**config.mk**
```make
export PLATFORM = sky130hd
export DESIGN_NAME = svcg_sector
export DESIGN_NICKNAME = d
export VERILOG_FILES = /design/src/rtl/svcg_pkg.sv /design/src/rtl/svcg_sector.sv
export SDC_FILE = /design/constraint.sdc
export NUM_CORES = 1
export LEC_CHECK = 0
export ABC_CLOCK_PERIOD_IN_PS = 6500
export BUFFER_PORTS_ARGS = -buffer_cell sky130_fd_sc_hd__clkbuf_2
export CORE_MARGIN = 2
export CORE_UTILIZATION = 55
export CTS_CLUSTER_DIAMETER = 100
export DETAILED_ROUTE_END_ITERATION = 10
export PLACE_DENSITY_LB_ADDON = 0.15
export SYNTH_ARGS = -nofsm -noshare
export SYNTH_HDL_FRONTEND = slang
export SYNTH_SLANG_ARGS = --single-unit
```
**constraint.sdc**
```tcl
create_clock -name clk -period 6.5 [get_ports clk]
set_clock_uncertainty 0.2 [all_clocks]
set_input_delay 0.325 -clock clk [delete_from_list [all_inputs] [get_ports clk]]
set_output_delay 0.325 -clock clk [all_outputs]
set_load 0.03 [all_outputs]
```
**src/rtl/svcg_pkg.sv**
```systemverilog
// Shared types, constants and helper functions for the SVPWM compare generator.
package svcg_pkg;

    // Dwell-time fixed point: one equals 2**DQ
    localparam int DQ      = 24;
    localparam int ONE     = 1 << DQ;
    // Width of the raw product domain (inputs times Q.20 constants)
    localparam int PROD_W  = 40;
    // Clip limits are Q0.16, dwell domain is Q.24
    localparam int CLIP_SH = DQ - 16;

    localparam logic signed [21:0] K_SQRT3 = 22'sd1816238;
    localparam logic signed [21:0] K_0866  = 22'sd908067;

    // Register indexes (paddr[3:2])
    localparam logic [1:0] IDX_DPWM   = 2'd0;
    localparam logic [1:0] IDX_PERIOD = 2'd1;
    localparam logic [1:0] IDX_DMIN   = 2'd2;
    localparam logic [1:0] IDX_DMAX   = 2'd3;

    localparam logic [15:0] RST_PERIOD = 16'd34000;
    localparam logic [15:0] RST_DMIN   = 16'd1311;
    localparam logic [15:0] RST_DMAX   = 16'd64225;

    // Sector numbers
    localparam logic [2:0] SEC_NONE = 3'd0;
    localparam logic [2:0] SEC_1    = 3'd1;
    localparam logic [2:0] SEC_2    = 3'd2;
    localparam logic [2:0] SEC_3    = 3'd3;
    localparam logic [2:0] SEC_4    = 3'd4;
    localparam logic [2:0] SEC_5    = 3'd5;
    localparam logic [2:0] SEC_6    = 3'd6;

    typedef struct packed {
        logic        min_clamp_en;
        logic [15:0] period_ticks;
        logic [15:0] clip_lo;
        logic [15:0] clip_hi;
    } cfg_t;

    typedef struct packed {
        logic [2:0]  sector;
        logic        overmodulated;
        logic [15:0] set_a;
        logic [15:0] reset_a;
        logic [15:0] set_b;
        logic [15:0] reset_b;
        logic [15:0] set_c;
        logic [15:0] reset_c;
    } res_t;

    // Sign-test code {beta<=0, beta-sqrt3*alpha<=0, beta+sqrt3*alpha<=0} to sector
    function automatic logic [2:0] sector_of(input logic [2:0] code);
        logic [2:0] s;
        unique case (code)
            3'd0:    s = SEC_2;
            3'd1:    s = SEC_3;
            3'd2:    s = SEC_1;
            3'd5:    s = SEC_4;
            3'd6:    s = SEC_6;
            3'd7:    s = SEC_5;
            default: s = SEC_NONE;
        endcase
        return s;
    endfunction

endpackage

```
**src/rtl/svcg_sector.sv**
```systemverilog
// Front stages: products, sector sign tests, dwell times rounded to Q.24, sum check.
module svcg_sector #(
    parameter int SHIFT = 12,
    parameter int TW    = 28
) (
    input  logic                 clk,
    input  logic                 rst_n,
    input  logic                 en,
    input  logic                 in_vld,
    input  logic signed [17:0]   alpha_v,
    input  logic signed [17:0]   beta_v,
    output logic                 out_vld,
    output logic [2:0]           sector,
    output logic                 ovm,
    output logic signed [TW-1:0] t1,
    output logic signed [TW-1:0] t2,
    output logic signed [TW:0]   sum
);
    import svcg_pkg::*;

    localparam logic signed [PROD_W-1:0] HALF = PROD_W'(1) <<< (SHIFT - 1);
    localparam logic signed [TW:0]       ONE_S = (TW + 1)'(ONE);

    // stage A
    logic                     a_vld_reg;
    logic signed [17:0]       be_a_reg;
    logic signed [PROD_W-1:0] ka_a_reg, ta_a_reg;
    logic signed [PROD_W-1:0] ka_next, ta_next;
    // stage B
    logic                     b_vld_reg;
    logic [2:0]               sec_b_reg, sec_b_next;
    logic signed [PROD_W-1:0] p_b_reg, m_b_reg, bq_b_reg;
    logic signed [PROD_W-1:0] bq, tb, p_next, m_next;
    logic [2:0]               code;
    // stage C
    logic                     c_vld_reg;
    logic [2:0]               sec_c_reg;
    logic signed [TW-1:0]     t1_c_reg, t2_c_reg, t1_next, t2_next;
    logic signed [PROD_W-1:0] t1w, t2w, r1, r2;
    // stage D
    logic                     d_vld_reg;
    logic [2:0]               sec_d_reg;
    logic                     ovm_d_reg;
    logic signed [TW-1:0]     t1_d_reg, t2_d_reg;
    logic signed [TW:0]       sum_d_reg, sum_next;

    assign ka_next = alpha_v * K_SQRT3;
    assign ta_next = alpha_v * K_0866;

    assign bq     = PROD_W'(be_a_reg) <<< 20;
    assign tb     = PROD_W'(be_a_reg) <<< 19;
    assign p_next = ta_a_reg + tb;
    assign m_next = ta_a_reg - tb;
    assign code   = {!(be_a_reg > 18'sd0), !((bq - ka_a_reg) > 0), !((bq + ka_a_reg) > 0)};
    assign sec_b_next = sector_of(code);

    always_comb
    begin
        unique case (sec_b_reg)
            SEC_1:   begin t1w = m_b_reg;   t2w = bq_b_reg;  end
            SEC_2:   begin t1w = p_b_reg;   t2w = -m_b_reg;  end
            SEC_3:   begin t1w = bq_b_reg;  t2w = -p_b_reg;  end
            SEC_4:   begin t1w = -m_b_reg;  t2w = -bq_b_reg; end
            SEC_5:   begin t1w = -p_b_reg;  t2w = m_b_reg;   end
            SEC_6:   begin t1w = -bq_b_reg; t2w = p_b_reg;   end
            default: begin t1w = '0;        t2w = '0;        end
        endcase
    end

    // round to nearest, ties up
    assign r1      = (t1w + HALF) >>> SHIFT;
    assign r2      = (t2w + HALF) >>> SHIFT;
    assign t1_next = TW'(r1);
    assign t2_next = TW'(r2);

    assign sum_next = (TW + 1)'(t1_c_reg) + (TW + 1)'(t2_c_reg);

    always_ff @(posedge clk or negedge rst_n)
    begin
        if (!rst_n)
        begin
            a_vld_reg <= 1'b0;
            b_vld_reg <= 1'b0;
            c_vld_reg <= 1'b0;
            d_vld_reg <= 1'b0;
        end
        else if (en)
        begin
            a_vld_reg <= in_vld;
            b_vld_reg <= a_vld_reg;
            c_vld_reg <= b_vld_reg;
            d_vld_reg <= c_vld_reg;
        end
    end

    always_ff @(posedge clk)
    begin
        if (en)
        begin
            be_a_reg  <= beta_v;
            ka_a_reg  <= ka_next;
            ta_a_reg  <= ta_next;
            sec_b_reg <= sec_b_next;
            p_b_reg   <= p_next;
            m_b_reg   <= m_next;
            bq_b_reg  <= bq;
            sec_c_reg <= sec_b_reg;
            t1_c_reg  <= t1_next;
            t2_c_reg  <= t2_next;
            sec_d_reg <= sec_c_reg;
            t1_d_reg  <= t1_c_reg;
            t2_d_reg  <= t2_c_reg;
            sum_d_reg <= sum_next;
            ovm_d_reg <= sum_next > ONE_S;
        end
    end

    assign out_vld = d_vld_reg;
    assign sector  = sec_d_reg;
    assign ovm     = ovm_d_reg;
    assign t1      = t1_d_reg;
    assign t2      = t2_d_reg;
    assign sum     = sum_d_reg;
endmodule

```
==> results.py <==
metrics = {
    "clock_network": {
        "htreeDepth": 2,
        "cts.sinks": 327,
        "clk_path_buf_depth": 3,
        "cts_tree": "yes",
        "clk_latency_ns": 0.56,
        "clkTransAtPathRegs_ns": 0.06,
        "root_buffer": "clkbuf_16",
        "cts_buffers": 38,
        "post-cts-setup-buffer-count": 0,
    },
    "worst_setup_path": {
        "reg2reg_to": "sec_b_reg[0]",
        "path_max_fanout": 4,
        "start_kind": "input port",
        "worstRegToRegCells": 12,
        "crit_buf_inv": 6,
        "critical_path.endpoint": "ta_a_reg[35]",
        "rrSetupSlack_ns": 0.86,
        "crit_type": "in -> reg",
        "required_ns": 6.59,
        "cp_num_cells": 23,
        "crit_path_end_kind": "register",
        "startpoint": "alpha_v[6]",
        "arrival_ns": 6.32,
        "crit_chain": "clkbuf_2, fa_1, inv_1, fa_1, inv_1, fa_1, fa_1, inv_1, fa_1, fa_1, inv_1, ha_1, nand4_1, or3_1, a211oi_2, o31ai_2, buf_4, a31oi_1, nor3_1, o21bai_1, a21o_1, a31oi_1, xnor2_1",
        "crit_family": "adder cells",
        "cpMostUsedCell": "fa_1",
        "crit_slowest_cell": "fa_1",
        "max_stage_delay_ns": 0.61,
        "reg2reg_from": "ka_a_reg[15]",
    },
    "final_layout": {
        "diodes": 0,
        "drive_gt1_share_pct": 12.5,
        "multi_input_area_um2": 19600,
        "seq_area_um2": 9800,
        "largest_reg_flops": 40,
        "fin_area_um2": 36100,
        "syn_to_final_growth_pct": 13.3,
        "fin_nets": 4128,
        "num-fill-cells": 4760,
    },
    "floorplan": {
        "die-area_um2": 59800,
        "rows": 88,
        "io_pins": 130,
        "die_y_um": 245,
        "coreArea_um2": 57500,
        "fp.dieW_um": 245,
        "start_util_pct": 55.4,
    },
    "sta": {
        "hold_viol": 0,
        "relSlewSlack_pct": 28.6,
        "worst_pin_slew_ns": 1.06,
        "fin_crit_ns": 6.23,
        "setup_violations": 0,
        "slew_violations": 0,
        "post-route-period-util_pct": 95.9,
        "fmax_mhz": 160,
    },
    "yosys": {
        "synth_edf_count": 323,
        "synthFlopType": "edfxtp_1",
        "yosysSeqAreaShare_pct": 30.8,
        "synth_cells": 3192,
        "yosys.area.top_type_share_pct": 30.5,
        "async_flop_share_pct": 1.22,
        "synth-seq-cells": 327,
        "yosysWarningCount": 0,
        "synth_top_area_cell": "edfxtp_1",
        "syn_area_um2": 31800,
        "syn_avg_cell_area_um2": 9.97,
        "syn_nets": 3834,
        "ys_top_cells_by_area": "edfxtp_1, fa_1, ha_1",
        "ys_types": 87,
    },
    "global_routing": {
        "grt_usage_pct": 28.7,
        "grt_pass1_wl_mm": 134,
        "grt_max_degree": 155,
        "grt_pass1_vias": 24875,
        "grt_antenna_before_repair": 0,
        "grt_overflow_total": 0,
    },
    "drt": {
        "wirelength_mm": 84.6,
        "routed-via-count": 24165,
        "drt_iter0_drc": 1462,
        "drc": 0,
        "firstDrtPassIters": 5,
        "post_drt_via_cell_ratio": 5.65,
        "wl_per_cell_um": 19.8,
        "ant_nets": 0,
    },
    "run_status": {
        "run_status": "finished, final reports clean",
    },
    "place": {
        "detailed_place_hpwl_mm": 70.5,
        "io_buffers": 129,
        "gp_congestion": 0.973,
        "placed_cell_area_um2": 34600,
    },
    "flow_run": {
        "maxCapViolCount": 0,
    },
    "hold_path": {
        "hold_class": "in -> reg",
    },
}
-- metrics by stage --
| step | instances | TNS (ns) | setup WS (ns) | util, % | hold WS, ns |
|---|---|---|---|---|---|
| global route | 4279 | -0.0115 | -0.0115 | 62.8 | 0.0534 |
| CTS | 4279 | 0 | 0.0934 | 62.7 | 0.0208 |
| finish | 4279 | 0 | 0.268 | 62.8 | 0.0422 |
| detailed placement | 4190 | -2.55 | -0.480 | 60.2 | -0.0679 |
| floorplan | 3192 | 0 | 0.328 | - | -0.171 |
| global placement | 4190 | -1.61 | -0.324 | 60.2 | -0.0720 |
-- logic make-up after synthesis --
logic type,count (synthesis),share of synthesized area [%]
AOI/OAI and AO/OA,646,13.7
xor gates and xnor gates,211,5.81
adders and majority gates,602,29.4
buffers and inverters,664,7.84
DFF,327,30.8
muxes,31,1.02
and+or+nand+nor,711,11.5
-- layout make-up --
| type | count | area share [%] |
|---|---|---|
| timing repair buffer | 345 | 6.49 |
| inverter | 573 | 5.96 |
| clock inverter | 23 | 0.756 |
| sequential | 327 | 27.2 |
| clock buffer | 45 | 2.77 |
| tap | 765 | 2.65 |
| multi-input combinational | 2201 | 54.2 |
-- worst reg2reg max path, cell delays in order (launching register included) --
cell and delay, ns:
edfxtp_1 0.43, or3_1 0.48, mux2i_1 0.48, o311ai_0 0.43
a221o_1 0.38, a2111oi_0 0.43, o2111ai_1 0.24, nor4_1 0.52
o2111ai_1 0.32, a2111oi_0 0.43, o21ai_0 0.46, xor2_1 0.30
mux2_2 0.29
-- synthesized netlist by cell type, types with 13 or more instances --
master / instances
a21o_1: 56
nor3_1: 78
nand2b_1: 45
nor4_1: 28
a211oi_1: 17
xnor2_1: 138
a21oi_1: 164
nand4_1: 18
or3_1: 25
xor2_1: 73
edfxtp_1: 323
nand3_1: 67
ha_1: 358
and3_1: 18
o21bai_1: 19
clkbuf_1: 78
o31ai_1: 20
a31oi_1: 25
o211ai_1: 13
a22oi_1: 16
a221o_1: 14
nand2_1: 136
or2_2: 15
o21ai_0: 125
nor2b_1: 32
a22o_1: 15
nor2_1: 175
fa_1: 244
mux2i_1: 20
o22ai_1: 17
inv_1: 573
o21a_1: 20
-- routing by layer --
| layer | share of wire, % | GRT usage (%) | vias up |
|---|---|---|---|
| li1 | - | - | 11672 |
| met1 | 43 | 36.2 | 11790 |
| met2 | 50 | 52.0 | 597 |
| met3 | 4.4 | 3.24 | 106 |
| met4 | 2.6 | 7.78 | 0 |
| met5 | 0 | 0 | - |
-- cells in the final DEF (no fill, tap or decap), drive strengths merged, types with 21 or more instances in the layout --
master,Yosys,routed
nand2b,45,45
a21o,56,56
buf,13,196
xnor2,138,138
nor3,78,78
a31oi,25,25
inv,573,577
fa,244,244
a21oi,164,164
nor4,32,32
xor2,73,73
o21ai,126,126
clkbuf,78,173
nor2,175,175
nand3,67,67
dlygate4sd3,0,21
nand2,137,137
ha,358,358
o31ai,22,22
nor2b,33,33
edfxtp,323,323
or3,28,28
-- repair_timing --
item	in CTS	in global routing
endpoints found under the hold margin	23	0
resized for setup	0	5
hold buffers	21	0
setup endpoints to repair	0	6
-- how the worst min path moves through the flow --
| stage | start | to | depth (start not counted) |
|---|---|---|---|
| floorplan | rst_n | a_vld_reg | 0 |
| global placement | rst_n | a_vld_reg | 1 |
| detailed placement | rst_n | out_vld | 1 |
| CTS | alpha_v[0] | ta_a_reg[0] | 2 |
| global route | alpha_v[0] | ta_a_reg[0] | 2 |
| finish | alpha_v[0] | ta_a_reg[0] | 2 |
Power is not shown: default switching activity piles up to over one toggle a cycle in this logic, so the estimate is an artifact.
