`config.mk`:
```
export PLATFORM = sky130hd
export DESIGN_NAME = svcg_regs
export DESIGN_NICKNAME = d
export VERILOG_FILES = /design/src/rtl/svcg_pkg.sv /design/src/rtl/svcg_regs.sv
export SDC_FILE = /design/constraint.sdc
export NUM_CORES = 1
export LEC_CHECK = 0
export BUFFER_PORTS_ARGS = -buffer_cell sky130_fd_sc_hd__buf_2
export CORE_ASPECT_RATIO = 0.6
export CORE_MARGIN = 2
export CORE_UTILIZATION = 49
export CTS_CLUSTER_DIAMETER = 80
export DETAILED_ROUTE_END_ITERATION = 10
export PLACE_DENSITY = 0.95
export SYNTH_ARGS = -nofsm -noshare
export SYNTH_HDL_FRONTEND = slang
export SYNTH_SLANG_ARGS = --single-unit
```
`constraint.sdc`:
```
create_clock -name clk -period 2 [get_ports clk]
set_input_delay 0.2 -clock clk [delete_from_list [all_inputs] [get_ports clk]]
set_output_delay 0.2 -clock clk [all_outputs]
set_load 0.02 [all_outputs]
```
`src/rtl/svcg_pkg.sv`:
```
// Shared types, constants and helper functions for the SVPWM compare generator.
package svcg_pkg;

    // Dwell-time fixed point: one equals 2**DQ
    localparam int DQ      = 24;
    localparam int ONE     = 1 << DQ;
    // Width of the raw product domain (inputs times Q.20 constants)
    localparam int PROD_W  = 40;
    // Clip limits are Q0.16, dwell domain is Q.24
    localparam int CLIP_SH = DQ - 16;

    localparam logic signed [21:0] K_SQRT3 = 22'sd1816238;
    localparam logic signed [21:0] K_0866  = 22'sd908067;

    // Register indexes (paddr[3:2])
    localparam logic [1:0] IDX_DPWM   = 2'd0;
    localparam logic [1:0] IDX_PERIOD = 2'd1;
    localparam logic [1:0] IDX_DMIN   = 2'd2;
    localparam logic [1:0] IDX_DMAX   = 2'd3;

    localparam logic [15:0] RST_PERIOD = 16'd34000;
    localparam logic [15:0] RST_DMIN   = 16'd1311;
    localparam logic [15:0] RST_DMAX   = 16'd64225;

    // Sector numbers
    localparam logic [2:0] SEC_NONE = 3'd0;
    localparam logic [2:0] SEC_1    = 3'd1;
    localparam logic [2:0] SEC_2    = 3'd2;
    localparam logic [2:0] SEC_3    = 3'd3;
    localparam logic [2:0] SEC_4    = 3'd4;
    localparam logic [2:0] SEC_5    = 3'd5;
    localparam logic [2:0] SEC_6    = 3'd6;

    typedef struct packed {
        logic        min_clamp_en;
        logic [15:0] period_ticks;
        logic [15:0] clip_lo;
        logic [15:0] clip_hi;
    } cfg_t;

    typedef struct packed {
        logic [2:0]  sector;
        logic        overmodulated;
        logic [15:0] set_a;
        logic [15:0] reset_a;
        logic [15:0] set_b;
        logic [15:0] reset_b;
        logic [15:0] set_c;
        logic [15:0] reset_c;
    } res_t;

    // Sign-test code {beta<=0, beta-sqrt3*alpha<=0, beta+sqrt3*alpha<=0} to sector
    function automatic logic [2:0] sector_of(input logic [2:0] code);
        logic [2:0] s;
        unique case (code)
            3'd0:    s = SEC_2;
            3'd1:    s = SEC_3;
            3'd2:    s = SEC_1;
            3'd5:    s = SEC_4;
            3'd6:    s = SEC_6;
            3'd7:    s = SEC_5;
            default: s = SEC_NONE;
        endcase
        return s;
    endfunction

endpackage

```
`src/rtl/svcg_regs.sv`:
```
// APB-style configuration register file.
module svcg_regs (
    input  logic            clk,
    input  logic            rst_n,
    input  logic            psel,
    input  logic            penable,
    input  logic            pwrite,
    input  logic [3:0]      paddr,
    input  logic [31:0]     pwdata,
    output logic [31:0]     prdata,
    output svcg_pkg::cfg_t  cfg
);
    import svcg_pkg::*;

    cfg_t       cfg_reg;
    logic       wr;
    logic [1:0] idx;

    assign wr  = psel && penable && pwrite;
    assign idx = paddr[3:2];
    assign cfg = cfg_reg;

    always_ff @(posedge clk or negedge rst_n)
    begin
        if (!rst_n)
        begin
            cfg_reg.min_clamp_en <= 1'b0;
            cfg_reg.period_ticks <= RST_PERIOD;
            cfg_reg.clip_lo      <= RST_DMIN;
            cfg_reg.clip_hi      <= RST_DMAX;
        end
        else if (wr)
        begin
            unique case (idx)
                IDX_DPWM:   cfg_reg.min_clamp_en <= pwdata[0];
                IDX_PERIOD: cfg_reg.period_ticks <= pwdata[15:0];
                IDX_DMIN:   cfg_reg.clip_lo      <= pwdata[15:0];
                IDX_DMAX:   cfg_reg.clip_hi      <= pwdata[15:0];
                default:    cfg_reg.min_clamp_en <= cfg_reg.min_clamp_en;
            endcase
        end
    end

    always_comb
    begin
        unique case (idx)
            IDX_DPWM:   prdata = {31'd0, cfg_reg.min_clamp_en};
            IDX_PERIOD: prdata = {16'd0, cfg_reg.period_ticks};
            IDX_DMIN:   prdata = {16'd0, cfg_reg.clip_lo};
            IDX_DMAX:   prdata = {16'd0, cfg_reg.clip_hi};
            default:    prdata = 32'd0;
        endcase
    end
endmodule

```
==> qor.yml, run 1 <==
largest_reg_flops: 49
worst_pin_slew_ns: 0.5501
p_comb_frac: 0.351
n_fill_cell: 361
holdCritPathClass: "in -> reg"
fin_setup_tns_ns: 0
gp_congestion: 0.7541
worstSetupStartpointType: "input port"
finClkSkew_ns: 0
clockPowerShare: 0.231
yosys_most_used_dff: "dfrtp_1"
synth_warnings: 0
synth_compound_area_frac: 0.05330
area_growth_pct: 23.40
io_pins: 122
postLayoutCellArea_sq_um: 3042
cts_buffers: 5
power_switching_mw: 1.182
p_leak_nw: 1.521
worstPathCellList: "buf_2, buf_4, mux2_2, a22o_1, buf_2"
power_frac_seq: 0.418
synth_top_area_share: 0.2741
synth_top_family_by_area: "multiplexers"
hold_viol_final: 0
crit_slowest_cell: "mux2_2"
finalNetCount: 295
grt_pass1_vias: 1639
status: "finished clean"
slew_violations: 0
cts_tree: "done"
drc: 0
ys_top_cells_by_area: "dfrtp_1 27%, dfstp_2 23%, mux2_2 20%"
h-tree-depth: 2
gr-total-overflow: 0
peakVddDrop_v: 0.0006549
slew_headroom: 0.6332
p_sw_frac: 0.3342
synth_edf_count: 0
postSynthAreaPerCell_sq_um: 15.12
period_needed_ns: 1.573
synth_async_sr_flop_share: 1.000
synth-adder-area-share: 0
synth_top_cell_by_area: "dfrtp_1"
final_layout_size_suffix_gt1_frac: 0.7529
ant_nets: 0
dp_slack_ns: 0.3402
critPathKind: "in -> out"
slowest_delay_ns: 0.33
finalSetupViolations: 0
num_vias: 1619
synth.ff_latch_count: 49
drt_wl_total_microns: 5439
diodes: 0
drv_cap: 0
place_area_sq_um: 2898
die_w_microns: 95.57
cpMostUsedCell: "buf_2"
total_power_mw: 3.538
grt_usage: 0.1976
grt_antenna_before_repair: 0
die_h_microns: 58.94
powerDensity_nw_per_um2: 1163
cts_sinks: 49
path_clk_slew_ns: 0.09
synth_cell_types: 19
netlist_area_sq_um: 2465
grt_pass1_wl_microns: 8204
synth_xor_area_frac: 0
cpLargestDelayFamily: "buffers and inverters"
drt_iter0_drc: 42
arrival_ns: 1.37
synth_common_cells: "44 x mux2_2, 27 x dfrtp_1, 22 x dfstp_2"
core-area_sq_um: 4707
dieArea_sq_um: 5633
vias_per_cell: 5.091
crit_required_ns: 1.80
start_util: 0.5237
crit_path_end_kind: "output pin"
clkLatencyLatePin_ns: 0.29
cts_resized: 0
wire_per_inst_microns: 17.10
yosysMostFrequentCell: "mux2_2"
io_buffers: 87
syn_inst: 163
cts_root_buf: "clkbuf_8"
grt_max_degree: 28
path_max_fanout: 12
firstDrtPassIters: 5
fmax_ghz: 0.6358
p_int_mw: 2.355
dp_hpwl_microns: 3918
yosysSeqAreaShare: 0.5086
clock_path_buffers: 2
rows: 19
grt_setup_unrepaired: "false"
fin_ws_ns: 0.4272
critPathBufInv: 3
period_share: 0.7864
synth_mux_area_frac: 0.3320
synth-simple-area-share: 0.01929
## metrics by stage
stage	hold WS (ns)	instances	utilization
final	0.1600	318	0.6462
after CTS	0.1484	318	0.6462
after floorplan	-0.09559	178	-
after global routing	0.1435	318	0.6462
after global placement	0.2061	309	0.6156
after detailed placement	0.2214	309	0.6156
## area by class of cell
type                    instances  area, sq um  share of cell area
repair buffers                 96        518.0              0.1703
clock inverters                 3        65.06             0.02139
multi-input cells             102         1057              0.3476
clock buffers                   5        68.82             0.02262
flip-flops and latches         49         1254              0.4122
well taps                      63        78.83             0.02592
## metal layers
layer | part of all wire | global-route usage
met1 | 0.46 | 0.2538
met2 | 0.47 | 0.3327
met3 | 0.066 | 0.05378
met4 | 0.0061 | 0.05714
met5 | 0 | 0
## layout by cell type (no fill, tap or decap)
master	count
dfstp_2	22
bufinv_16	2
buf_2	87
nand3_2	1
clkbuf_8	5
mux4_2	1
conb_1	16
and3b_1	1
buf_4	7
nor3b_1	1
clkinv_2	1
dlygate4sd3_1	1
mux2_4	20
and3_1	1
mux2_2	44
nor2b_1	1
a22o_1	15
and2_4	1
dfrtp_1	27
buf_12	1
## path summary, 6_finish.rpt
kind	from	endpoint	slack (ns)	cells after the start
worst max-delay path	paddr[2]	prdata[2]	0.43	5
worst min-delay path	pwdata[12]	cfg[28]	0.16	2
worst max register to register	cfg[32]	cfg[32]	1.20	1
worst min register to register	cfg[48]	cfg[48]	0.54	1
max in group asynchronous	rst_n	cfg[6]	0.96	3
min in group asynchronous	rst_n	cfg[44]	0.43	2
## logic make-up after synthesis
kind of cell,count (synthesis)
muxes,65
and+or+nand+nor,6
DFF,49
AOI/OAI and AO/OA,15
other,1
buffers and inverters,27
## what timing repair did
action | 4_1_cts | 5_1_grt
hold buffers | 1 | 0
setup endpoints to repair | 0 | 0
buffers inserted | 0 | 0
hold endpoints to repair | 12 | 0
## power by group through the flow
stage	Sequential (mW)	Clock, mW	Combinational (mW)
finish	1.48	0.816	1.24
global route	1.52	0.882	1.33
CTS	1.48	0.832	1.25
detailed placement	1.49	0	1.25
global placement	1.48	0	1.22
floorplan	1.76	0	0.569
No activity file was read; power rests on OpenSTA's default activity.
==> inputs of run 2 (changes only) <==
CORE_UTILIZATION = 46   (was 49)
PLACE_DENSITY = 0.91   (was 0.95)
clock period = 1.5 ns   (was 2 ns; I/O delays follow)
==> run 2 against run 1 <==
Compared with the run above:
- sequential power increased by 33%
- critical path type is now reg -> out
- cell area increased by 4.2%
- total power increased by 31%
- clock skew unchanged
- combinational power increased by 46%
- non-clock buffer count increased by 13
- count of clock-buffer cells in the layout increased by 2
==> qor.yml, run 2 (synthesized netlist as in run 1, its figures left out) <==
worstSetupStartpointType: "register"
arrival_ns: 1.33
crit_required_ns: 1.35
drc: 0
slowest_delay_ns: 0.41
cpLargestDelayFamily: "flip-flops"
drv_cap: 0
place_area_sq_um: 2944
fin_util: 0.6208
path_max_fanout: 3
gp_congestion: 0.7647
total_power_mw: 4.625
finClkSkew_ns: 0
reg2reg_slack_ns: 0.57
finalNetCount: 308
slew_violations: 0
dieArea_sq_um: 5979
vias_per_cell: 5.006
grt_pass1_vias: 1622
largest_reg_flops: 49
finalSetupViolations: 0
layout.cells.most_common: "buf_2"
hold_viol_final: 0
cts_sinks: 49
start_util: 0.4828
p_leak_nw: 1.584
fmax_ghz: 0.6775
period_share: 0.9840
hold_end: "cfg[23]"
grt_antenna_before_repair: 0
final_cell_mix: "79 x buf_2, 44 x mux2_2, 27 x dfrtp_1"
num_vias: 1672
crit_path_end_kind: "output pin"
core-area_sq_um: 5105
powerDensity_nw_per_um2: 1459
grt_max_degree: 50
firstDrtPassIters: 4
r2r_end: "cfg[31]"
cts_buffers: 5
drt_wl_total_microns: 5677
cts_tree: "done"
gr-total-overflow: 0
min-delay-start: "pwdata[7]"
h-tree-depth: 2
peakVddDrop_v: 0.0008287
dp_hpwl_microns: 4071
grt_setup_unrepaired: "true"
ant_nets: 0
die_h_microns: 60.70
crit_slowest_cell: "dfrtp_1"
postLayoutCellArea_sq_um: 3169
reg2reg_depth: 2
status: "finished clean"
rows: 20
hold_depth: 2
die_w_microns: 98.50
grt_usage: 0.1896
worstPathCellList: "mux2_2, a22o_1, buf_2"
area_growth_pct: 28.58
period_needed_ns: 1.476
cts_root_buf: "clkbuf_8"
drt_iter0_drc: 70
critPathKind: "reg -> out"
wire_per_inst_microns: 17.00
io_pins: 122
final_layout_size_suffix_gt1_frac: 0.7649
fin_ws_ns: 0.02393
io_buffers: 87
r2r-start: "cfg[31]"
diodes: 0
dp_slack_ns: 0.06863
grt_pass1_wl_microns: 8521
clock_path_buffers: 2
holdCritPathClass: "in -> reg"
critPathBufInv: 1
path_clk_slew_ns: 0.09
fin_setup_tns_ns: 0
clkLatencyLatePin_ns: 0.29
## run 2: changes by cell type in the layout (fill, tap and decap cells not counted), sizes merged
cell / previous run / this run
buf: 95 / 108
bufinv: 2 / 0
clkbuf: 5 / 7
## run 2: timing repair
item	CTS	global route
setup buffers	3	6
pin swaps	0	0
setup endpoints to repair	2	11
resized for setup	0	15
hold buffers	1	0
endpoints found under the hold margin	27	0
## run 2: how the worst max path moves through the flow
stage / startpoint / to / slack (ns) / cells past startpoint
global route: cfg[21] / prdata[5] / -0.03 / 3
CTS: cfg[22] / prdata[6] / 0.001 / 3
global placement: paddr[2] / cfg[37] / 0.1 / 4
floorplan: paddr[2] / prdata[10] / 0.25 / 4
detailed placement: paddr[2] / cfg[41] / 0.07 / 4
finish: cfg[21] / prdata[5] / 0.02 / 3
## run 2: through the flow
stage | hold slack, ns | std cells
4_1_cts | 0.09357 | 328
2_1_floorplan | -0.1456 | 178
5_1_grt | 0.09268 | 334
3_5_place_dp | 0.1553 | 316
3_3_place_gp | 0.1493 | 316
6_report | 0.1047 | 334
## run 2: cell type report
class / instances / area [sq um]
clock buffers: 7 / 96.34
clock inverters: 1 / 5.005
fillers: 425 / 1936
multi-input cells: 102 / 1057
flip-flops and latches: 49 / 1254
well taps: 66 / 82.58
repair buffers: 109 / 674.4
## run 2: routing by layer
metal,GRT usage,routed length [microns]
met2,0.3081,2647
met1,0.2637,2666
met5,0,0
met3,0.04608,320
met4,0.04697,42
## run 2: report_power, final
| group | leakage, nW | switching (mW) | internal (mW) |
|---|---|---|---|
| clock | 0.0542 | 0.423 | 0.417 |
| sequential | 0.562 | 0.238 | 1.73 |
| combinational | 0.968 | 0.946 | 0.869 |
==> inputs of run 3 (changes only) <==
ABC_AREA = 1   (was not set)
==> run 3 against run 2 <==
Compared with the run above:
- flip-flop and latch count unchanged
- clock skew unchanged
- largest power group unchanged
- register-to-register slack better by 0.19 ns
- worst hold slack worse by 0.035 ns
- largest cell class unchanged
- via count up 33%
==> qor.yml, run 3 <==
status: "finished clean"
synth_mux_area_frac: 0
r2r-start: "cfg[38]"
worstSetupStartpointType: "register"
synth_top_area_share: 0.2801
synth_top_cell_by_area: "nand2_1"
grt_usage: 0.2182
holdCritPathClass: "in -> reg"
postCtsSetupRepairBufs: 0
wire_per_inst_microns: 13.54
finalNetCount: 434
cts_resized: 0
crit_required_ns: 1.35
ant_nets: 0
io_buffers: 87
arrival_ns: 1.18
postSynthAreaPerCell_sq_um: 8.033
crit_end: "prdata[0]"
synth_cell_types: 18
synth_xor_area_frac: 0
area_growth_pct: 19.33
drt_wl_total_microns: 6229
postCtsHoldBufs: 1
crit_path_end_kind: "output pin"
clkLatencyLatePin_ns: 0.29
diodes: 0
yosysMostFrequentCell: "nand2_1"
postLayoutCellArea_sq_um: 2943
reg2reg_depth: 2
yosysSeqAreaShare: 0.5084
drt-met1-wl_microns: 2714
finalSetupViolations: 0
path_clk_slew_ns: 0.09
setup.worst_path.start: "cfg[16]"
reg2reg_slack_ns: 0.76
synth_compound_area_frac: 0
ys_top_cells_by_area: "nand2_1 28%, dfrtp_1 27%, dfstp_2 23%"
dr_wl_met2_microns: 2836
synth-adder-area-share: 0
n_fill_cell: 482
die_h_microns: 60.72
powerDensity_nw_per_um2: 1348
netlist_area_sq_um: 2466
place_area_sq_um: 2846
yosys_most_used_dff: "dfrtp_1"
finClkSkew_ns: 0
r2r_end: "cfg[38]"
grt_antenna_before_repair: 0
cts_sinks: 49
fmax_ghz: 0.7503
start_util: 0.4831
die_w_microns: 98.53
grt_pass1_wl_microns: 10190
core-area_sq_um: 5105
cts_root_buf: "clkbuf_8"
synth.ff_latch_count: 49
p_leak_nw: 1.700
drc: 0
cts_buffers: 5
rows: 20
layout.cells.most_common: "nand2_1"
peakVddDrop_v: 0.0006135
largest_reg_flops: 49
dp_slack_ns: 0.2723
synth-simple-area-share: 0.3917
firstDrtPassIters: 4
synth_edf_count: 0
synth_warnings: 0
gp_congestion: 0.8401
io_pins: 122
synth_async_sr_flop_share: 1.000
grt_max_degree: 50
top_layer_used: "met4"
path_max_fanout: 3
synth_common_cells: "184 x nand2_1, 27 x dfrtp_1, 22 x dfstp_2"
hold_viol_final: 0
period_share: 0.8885
wl_met3_microns: 665
num_vias: 2227
drt_iter0_drc: 121
period_needed_ns: 1.333
vias_per_cell: 4.841
gr-total-overflow: 0
grt_pass1_vias: 2169
slew_violations: 0
grt_setup_unrepaired: "false"
fin_ws_ns: 0.1672
cts_tree: "done"
syn_inst: 307
final_cell_mix: "184 x nand2_1, 87 x buf_2, 27 x dfrtp_1"
h-tree-depth: 2
dieArea_sq_um: 5982
fin_setup_tns_ns: 0
clock_path_buffers: 2
drv_cap: 0
synth_top_family_by_area: "simple AND/OR/NAND/NOR gates"
critPathKind: "reg -> out"
dp_hpwl_microns: 4327
final_layout_size_suffix_gt1_frac: 0.3655
==> run 3: cell types whose count changed in the layout (fill, tap and decap cells not counted), sizes merged, moves of 2 or more <==
cell and change:
nand2 +200, mux2 -64, buf -20, nand3 +19
a22o -15, inv +5, nor2 +5, clkbuf -2
clkinv +2
==> run 3: layer usage <==
metal  track usage  up-vias
li1              -     1074
met3       0.04954        2
met1        0.2905     1043
met4       0.05284        0
met2        0.3751      108
met5             0        -
==> run 3: worst min path at each step <==
stage,startpoint,endpoint,depth (start not counted)
final,pwdata[8],cfg[24],3
after floorplan,rst_n,cfg[10],0
after global placement,rst_n,cfg[34],2
after CTS,pwdata[8],cfg[24],3
after detailed placement,rst_n,cfg[35],2
after global routing,pwdata[13],cfg[13],3
==> run 3: cells by family (layout without fill, tap and decap cells) <==
family        Yosys count  in the layout
flops                  49             49
buf+inv                31            103
simple gates          226            226
other cells             1             16
==> run 3: final cells by class <==
type                    count  area [sq um]  area share
well taps                  66         82.58     0.02806
clock inverters             3         17.52    0.005952
flip-flops and latches     49          1254      0.4260
repair buffers             89         465.4      0.1582
clock buffers               5         68.82     0.02338
inverters                   6         28.78    0.009779
multi-input cells         242          1026      0.3486
==> run 3: through the flow <==
stage / std cells / power, mW / hold slack, ns / util
after floorplan: 322 / 2.758 / -0.1456 / -
after global placement: 451 / 3.193 / 0.1499 / 0.5576
after detailed placement: 451 / 3.245 / 0.1529 / 0.5576
after CTS: 460 / 3.998 / 0.05757 / 0.5765
after global routing: 460 / 4.199 / 0.06613 / 0.5765
final: 460 / 3.968 / 0.06960 / 0.5765
==> run 3: power breakdown <==
group | switching, mW | total (mW) | leakage [nW] | internal, mW
clock | 0.427 | 0.750 | 0.0439 | 0.323
combinational | 0.882 | 1.30 | 1.08 | 0.419
sequential | 0.235 | 1.92 | 0.573 | 1.68
total | 1.55 | 3.97 | 1.70 | 2.42
==> run 3: worst max-delay path, cell delays in order (launching register included) <==
cell and delay (ns):
dfstp_2 0.55, nand3_1 0.09, nand4_1 0.09, buf_2 0.16
